**src/design/lcu_pkg.sv**
```systemverilog
// Package for the layered min-sum check update: shared codes, defaults and types.
// Used by every module of the block; depends on nothing.
`timescale 1ns / 1ps
package lcu_pkg;

  // Default sizes
  localparam int unsigned DEF_NUM_VARS         = 1024;
  localparam int unsigned DEF_NUM_EDGES        = 4096;
  localparam int unsigned DEF_MAX_CHECK_DEGREE = 32;
  localparam int unsigned DEF_LLR_BITS         = 8;

  // Fixed field widths
  localparam int unsigned VI_W     = 10;
  localparam int unsigned OFFSET_W = 7;
  localparam int unsigned SCALE_W  = 9;
  localparam int unsigned CFG_IDX_W = 2;

  // Queue depths between front and back, and before the result ports
  localparam int unsigned CMD_Q_DEPTH = 2;
  localparam int unsigned RES_Q_DEPTH = 2;

  // Register reset values (scale of about 0.825 in Q1.8)
  localparam logic [OFFSET_W-1:0] OFFSET_RST = '0;
  localparam logic [SCALE_W-1:0]  SCALE_RST  = 9'd211;

  typedef enum logic [1:0] {
    CMD_LOAD  = 2'd0,
    CMD_EDGE  = 2'd1,
    CMD_READ  = 2'd2,
    CMD_CLEAR = 2'd3
  } cmd_e;

  typedef enum logic [CFG_IDX_W-1:0] {
    CFG_OFFSET       = 2'd0,
    CFG_SCALE_SECOND = 2'd1,
    CFG_SCALE_FIRST  = 2'd2
  } cfg_idx_e;

  typedef enum logic [2:0] {
    ST_CLEAR,
    ST_IDLE,
    ST_READ,
    ST_EDGE,
    ST_SCALE,
    ST_FETCH,
    ST_EMIT
  } state_e;

  typedef struct packed {
    logic [OFFSET_W-1:0] offset;
    logic [SCALE_W-1:0]  scale_second;
    logic [SCALE_W-1:0]  scale_first;
  } cfg_t;

endpackage

```
**src/design/lcu_fifo.sv**
```systemverilog
// Small first-in first-out queue of flat words.
// Used between the front and the back and before the result ports; uses lcu_pkg.
`timescale 1ns / 1ps
module lcu_fifo
  import lcu_pkg::*;
#(
  parameter int unsigned WIDTH = 8,
  parameter int unsigned DEPTH = CMD_Q_DEPTH
) (
  input  logic             clk_i,
  input  logic             rst_ni,
  input  logic             push_i,
  input  logic [WIDTH-1:0] wdata_i,
  output logic             full_o,
  input  logic             pop_i,
  output logic [WIDTH-1:0] rdata_o,
  output logic             empty_o
);

  localparam int unsigned AW = (DEPTH > 1) ? $clog2(DEPTH) : 1;
  localparam int unsigned CW = $clog2(DEPTH + 1);

  logic [WIDTH-1:0] mem_q [DEPTH];
  logic [AW-1:0]    wr_q, wr_d, rd_q, rd_d;
  logic [CW-1:0]    cnt_q, cnt_d;
  logic             do_push, do_pop;

  assign full_o  = (cnt_q == CW'(DEPTH));
  assign empty_o = (cnt_q == '0);
  assign do_push = push_i && !full_o;
  assign do_pop  = pop_i && !empty_o;
  assign rdata_o = mem_q[rd_q];

  // Advance pointers with wrap at the depth
  always_comb begin
    wr_d  = wr_q;
    rd_d  = rd_q;
    cnt_d = cnt_q;
    if (do_push) begin
      wr_d = (wr_q == AW'(DEPTH - 1)) ? '0 : wr_q + 1'b1;
    end
    if (do_pop) begin
      rd_d = (rd_q == AW'(DEPTH - 1)) ? '0 : rd_q + 1'b1;
    end
    if (do_push && !do_pop) begin
      cnt_d = cnt_q + 1'b1;
    end else if (do_pop && !do_push) begin
      cnt_d = cnt_q - 1'b1;
    end
  end

  always_ff @(posedge clk_i or negedge rst_ni) begin
    if (!rst_ni) begin
      wr_q  <= '0;
      rd_q  <= '0;
      cnt_q <= '0;
    end else begin
      wr_q  <= wr_d;
      rd_q  <= rd_d;
      cnt_q <= cnt_d;
    end
  end

  // Hold entries
  always_ff @(posedge clk_i) begin
    if (do_push) begin
      mem_q[wr_q] <= wdata_i;
    end
  end

endmodule

```
**config.mk**
```make
export PLATFORM = sky130hd
export DESIGN_NAME = lcu_fifo
export DESIGN_NICKNAME = d
export VERILOG_FILES = /design/src/design/lcu_pkg.sv /design/src/design/lcu_fifo.sv
export SDC_FILE = /design/constraint.sdc
export NUM_CORES = 1
export LEC_CHECK = 0
export BUFFER_PORTS_ARGS = -buffer_cell sky130_fd_sc_hd__buf_2
export CAP_MARGIN = 20
export CELL_PAD_IN_SITES_DETAIL_PLACEMENT = 0
export CELL_PAD_IN_SITES_GLOBAL_PLACEMENT = 2
export CORE_MARGIN = 3
export CORE_UTILIZATION = 31
export DETAILED_ROUTE_END_ITERATION = 6
export MAX_ROUTING_LAYER = met4
export PLACE_DENSITY = 0.7
export SYNTH_ARGS = -nofsm -noshare
export SYNTH_HDL_FRONTEND = slang
export SYNTH_SLANG_ARGS = --single-unit
```
**constraint.sdc**
```tcl
create_clock -name clk_i -period 1.32 [get_ports clk_i]
set_input_delay 0.264 -clock clk_i [delete_from_list [all_inputs] [get_ports clk_i]]
set_output_delay 0.264 -clock clk_i [all_outputs]
set_load 0.02 [all_outputs]
```
---- Word-level counts from Yosys, hierarchy flattened ----
Memories as Yosys holds them, arrays and structs flattened.
Index checks and enable logic that the tools add are counted.
W data, S select, Z words.
operators by class
  add/sub/neg operators ................... 4
  equality and inequality tests ........... 1
  mux-type cells .......................... 6
  reductions and logical operators ........ 10
operator list
  kind                   number
  $logic_and A1 B1 Y1    4
  $logic_not A1 Y1       4
  $mux W1                4
  $mux W2                2
  $add A1 B1 Y1 const B  2
  $add A2 B1 Y2 const B  1
  $eq A2 B2 Y1 const B   1
  $logic_not A2 Y1       1
  $reduce_bool A2 Y1     1
  $sub A2 B1 Y2 const B  1
storage, ports and cells
  register bits ........................... 4
  memory bits (writable) .................. 16
  output and inout bits ................... 10
  memories ................................ 1
memories
  memory  words  width  rd ports  clocked after Yosys merged registers in  wr ports  RTL line        source
  mem_q   2      8      1         0                                        1         lcu_fifo.sv:23  logic [WIDTH-1:0] mem_q [DEPTH];

---- Depth between registers and ports, before layout ----
  depth in word-level cells ............... 7
  depth in mapped cells ................... 7
  depth with buffers taken out ............ 7

---- Worst setup path after synthesis ----
OpenSTA, ideal clock, no wires.
  path kind ............................... register to register
  start point ............................. register cnt_q[0]
  end point ............................... memory mem_q[0][0], enable pin
  arrival ................................. 1022 ps
  setup slack ............................. -72 ps
  cell stages (with the launch flop) ...... 4
  clock period less this slack ............ 1392 ps
  path through ............................ dfrtp_1 -> nand2b_1 -> nand2_2 -> nor2_1
between the ends
  word-level cells in the longest chain between the ends .. 5
ends and longest elaborated chain
  item                           RTL line        source
  from (decl)                    lcu_fifo.sv:25  logic [CW-1:0] cnt_q, cnt_d;
  from (signal assigned)         lcu_fifo.sv:60  cnt_q <= cnt_d;
  $eq A2 B2 Y1                   lcu_fifo.sv:28  assign full_o = (cnt_q == CW'(DEPTH));
  $logic_not A1 Y1               lcu_fifo.sv:30  assign do_push = push_i && !full_o;
  $logic_and A1 B1 Y1            lcu_fifo.sv:30
  $mux W1                        lcu_fifo.sv:66  if (do_push) begin
  $mux W1 (implied by the code)  lcu_fifo.sv:67  mem_q[wr_q] <= wdata_i;
  to (decl)                      lcu_fifo.sv:23
No other way between the ends.

---- Worst setup path in the final report ----
  start point ............................. register rd_q
  end point ............................... output rdata_o[4]
between the ends
  word-level cells in the longest chain between the ends .. 1
ends and longest elaborated chain
  item                    RTL line        source
  from (decl)             lcu_fifo.sv:24  logic [AW-1:0] wr_q, wr_d, rd_q, rd_d;
  from (signal assigned)  lcu_fifo.sv:59  rd_q <= rd_d;
  $mem_v2 Z2 W8           -
  to (decl)               lcu_fifo.sv:16  output logic [WIDTH-1:0] rdata_o,
No other way between the ends.

==> impl_metrics.py <==
metrics = {
    "global_route": {
        "antenna_found_initial": 0,
        "first_global_vias": 487,
        "grt_max_degree": 12,
        "grt_overflow_total": 0,
        "grt.total_usage_pct": 9.412,
        "grt_pass1_wl_microns": 2139,
    },
    "timing": {
        "postLayoutSetupSlackWorst_ns": -0.2282,
        "rsz0062_at_grt": "yes",
        "fin_crit_ns": 1.548,
        "tightest_slew_ns": 0.2018,
        "report.final.slew_viol_count": 0,
        "setup_viol": 10,
        "relSlewSlack_pct": 86.55,
        "report.final.hold_viol_count": 0,
        "skew_ns": 0.001603,
        "fin_crit_sh_pct": 117.3,
        "fmax_ghz": 0.6459,
        "tns_ns": -1.780,
    },
    "worst_setup_path": {
        "cp_data_arrival_time_ns": 1.28,
        "reg2reg_to": "cnt_q[1]",
        "slowest_delay_ns": 0.43,
        "rrSetupSlack_ns": -0.01,
        "timing.rr.start": "cnt_q[0]",
        "crit_top_cell": "buf_6",
        "critical-path-slowest-cell": "dfrtp_2",
        "cp-start-kind": "flop",
        "crit_fanout": 5,
        "worstSetupPathType": "flop to output pin",
        "end_kind": "output pin",
        "reg2regPathDepth": 7,
        "critPathRequiredTime_ns": 1.06,
        "path_cells": "buf_6, mux2_4, buf_6",
    },
    "layout": {
        "area_growth_pct": 53.28,
        "fill_cells": 209,
        "drive_gt1_share_pct": 69.14,
        "fin_nets": 95,
        "finalNonFillerCells": 109,
        "final_core_util_pct": 52.18,
        "final_cell_mix": "16 x edfxtp_1, 16 x buf_6, 11 x buf_2",
        "num_antenna_cells": 0,
    },
    "synthesis": {
        "post_synth_num_cell_types": 15,
        "synth_top_area_cell": "edfxtp_1",
        "synthesis.area_sq_um": 782.0,
        "ys_ff_latch": 20,
        "yosys_warnings": 0,
        "synth_seq_area_share_pct": 74.24,
        "synth_top_area_share_pct": 61.44,
        "synth.avg_cell_area_sq_um": 17.77,
        "synth_fp_nets": 57,
        "ys_top_cells_by_area": "edfxtp_1 61%, dfrtp_1 13%, mux2_1 8.6%",
        "netlist_instances": 44,
    },
    "status": {
        "run_status": "finished with violations",
        "violations": "setup timing",
    },
    "route": {
        "vias_per_cell": 4.367,
        "wl_per_cell_microns": 12.39,
        "drtAntennaViolNets": 0,
        "via_count": 476,
        "drtIter0Drc": 2,
        "firstDrtPassIters": 2,
        "drc": 0,
        "wl_microns": 1350,
    },
    "place": {
        "dp.final_hpwl_microns": 992.8,
        "place_congestion": 0.6366,
        "port_buffers": 21,
        "place_inst": 99,
    },
    "min_path": {
        "hold_depth": 1,
        "hp-class": "input port to flop",
        "whs_endpoint": "mem_q[0][7]",
        "min_from": "wdata_i[7]",
    },
    "clock_network": {
        "htreeDepth": 1,
        "cts_buffer_depth": 2,
        "clkSinkCount": 20,
        "cts.reportedPaths.clkPinSlew_ns": 0.10,
        "cts_tree": "done",
        "clkLatencyLatePin_ns": 0.28,
        "numCtsBuffers": 3,
        "root_buffer": "clkbuf_4",
    },
    "power_and_ir_drop": {
        "clkPwrFrac_pct": 10.2,
        "ir_drop_v": 0.0009672,
        "p_sw_share_pct": 32.59,
        "switchingPower_w": 0.0009041,
        "combPwrFrac_pct": 53.9,
        "p_seq_share_pct": 35.9,
        "leakage_nw": 0.5089,
        "p_per_area_nw_per_um2": 2315,
        "p_int_w": 0.001870,
    },
    "flow_run": {
        "cap_violations": 0,
    },
    "floorplan": {
        "die_area_sq_um": 3161,
        "core-area_sq_um": 2297,
        "die_y_microns": 56.23,
        "die_x_microns": 56.23,
        "rows": 17,
        "io_pins": 22,
        "initial_core_util_pct": 34.04,
    },
}
## worst max-delay path: cells and delay by family (launching register included)
kind     cells  cell delay [ns]
mux          1             0.30
flops        1             0.43
buf+inv      2             0.27
## per-stage QoR
| step | setup slack (ns) | hold slack (ns) | total power (W) | area [sq um] |
|---|---|---|---|---|
| after floorplan | 0.01012 | -0.03159 | 0.001613 | 799.5 |
| final | -0.2282 | 0.1602 | 0.002774 | 1199 |
| after CTS | -0.2360 | 0.1523 | 0.002745 | 1171 |
| after global placement | -0.04478 | 0.07662 | 0.001953 | 987.2 |
| after global routing | -0.2775 | 0.1278 | 0.002931 | 1199 |
| after detailed placement | -0.05333 | 0.07705 | 0.001976 | 987.2 |
## Yosys cell counts
master	number
nand2b_1	1
nor2_1	3
buf_2	1
dfrtp_1	4
nand2_2	1
and3_1	1
mux2_1	6
xnor2_1	2
xor2_1	2
edfxtp_1	16
inv_1	2
xnor2_2	1
o21ai_1	1
mux2_2	2
ha_1	1
## logic make-up (layout without fill, tap and decap cells)
logic type / after synthesis / after routing / share of synthesized area, %
and+or+nand+nor: 6 / 6 / 3.841
DFF: 20 / 20 / 74.24
muxes: 8 / 8 / 11.52
AOI/OAI and AO/OA: 1 / 1 / 0.6394
buffers and inverters: 3 / 40 / 1.600
xor gates and xnor gates: 5 / 5 / 6.561
adders and majority gates: 1 / 1 / 1.600
## power groups by stage
stage,Combinational [W],Clock (W),Sequential [W]
finish,0.00150,0.000283,0.000996
global route,0.00159,0.000331,0.00101
CTS,0.00146,0.000293,0.000993
detailed placement,0.000946,0,0.00103
global placement,0.000930,0,0.00102
floorplan,0.000640,0,0.000973
## cell type report
class	instances	area (sq um)	share of cell area, %
timing repair buffer	34	290.3	24.22
clock buffer	4	26.28	2.192
tap	28	35.03	2.923
multi-input combinational	21	256.5	21.40
sequential	20	583.1	48.64
inverter	2	7.507	0.6263
## worst max-delay path by stage
stage | slack (ns) | start | to | cells after the start
after floorplan | 0.01 | cnt_q[0] | cnt_q[1] | 7
after global placement | -0.04 | rd_q | rdata_o[4] | 2
after detailed placement | -0.05 | rd_q | rdata_o[4] | 2
after CTS | -0.24 | rd_q | rdata_o[4] | 3
after global routing | -0.28 | rd_q | rdata_o[5] | 3
final | -0.23 | rd_q | rdata_o[4] | 3
## per-layer routing
layer	vias to the layer above	GRT usage (%)	part of all wire [%]
met4	0	7.119	2.0
met2	13	14.52	53
met1	229	10.98	41
met5	-	-	0
met3	2	1.392	3.9
li1	232	-	-
## what timing repair did
item / CTS / global route
pin swaps: 4 / 1
buffers inserted: 3 / 2
setup endpoints to repair: 11 / 17
resized for setup: 41 / 3
hold buffers: 1 / 0
endpoints found under the hold margin: 4 / 0
## sequential cells by signal (all words and copies together) (netlist names)
name,cells
rd_q,1
mem_q,16
wr_q,1
cnt_q,2
Note: power is estimated with default switching activity, not from simulation.
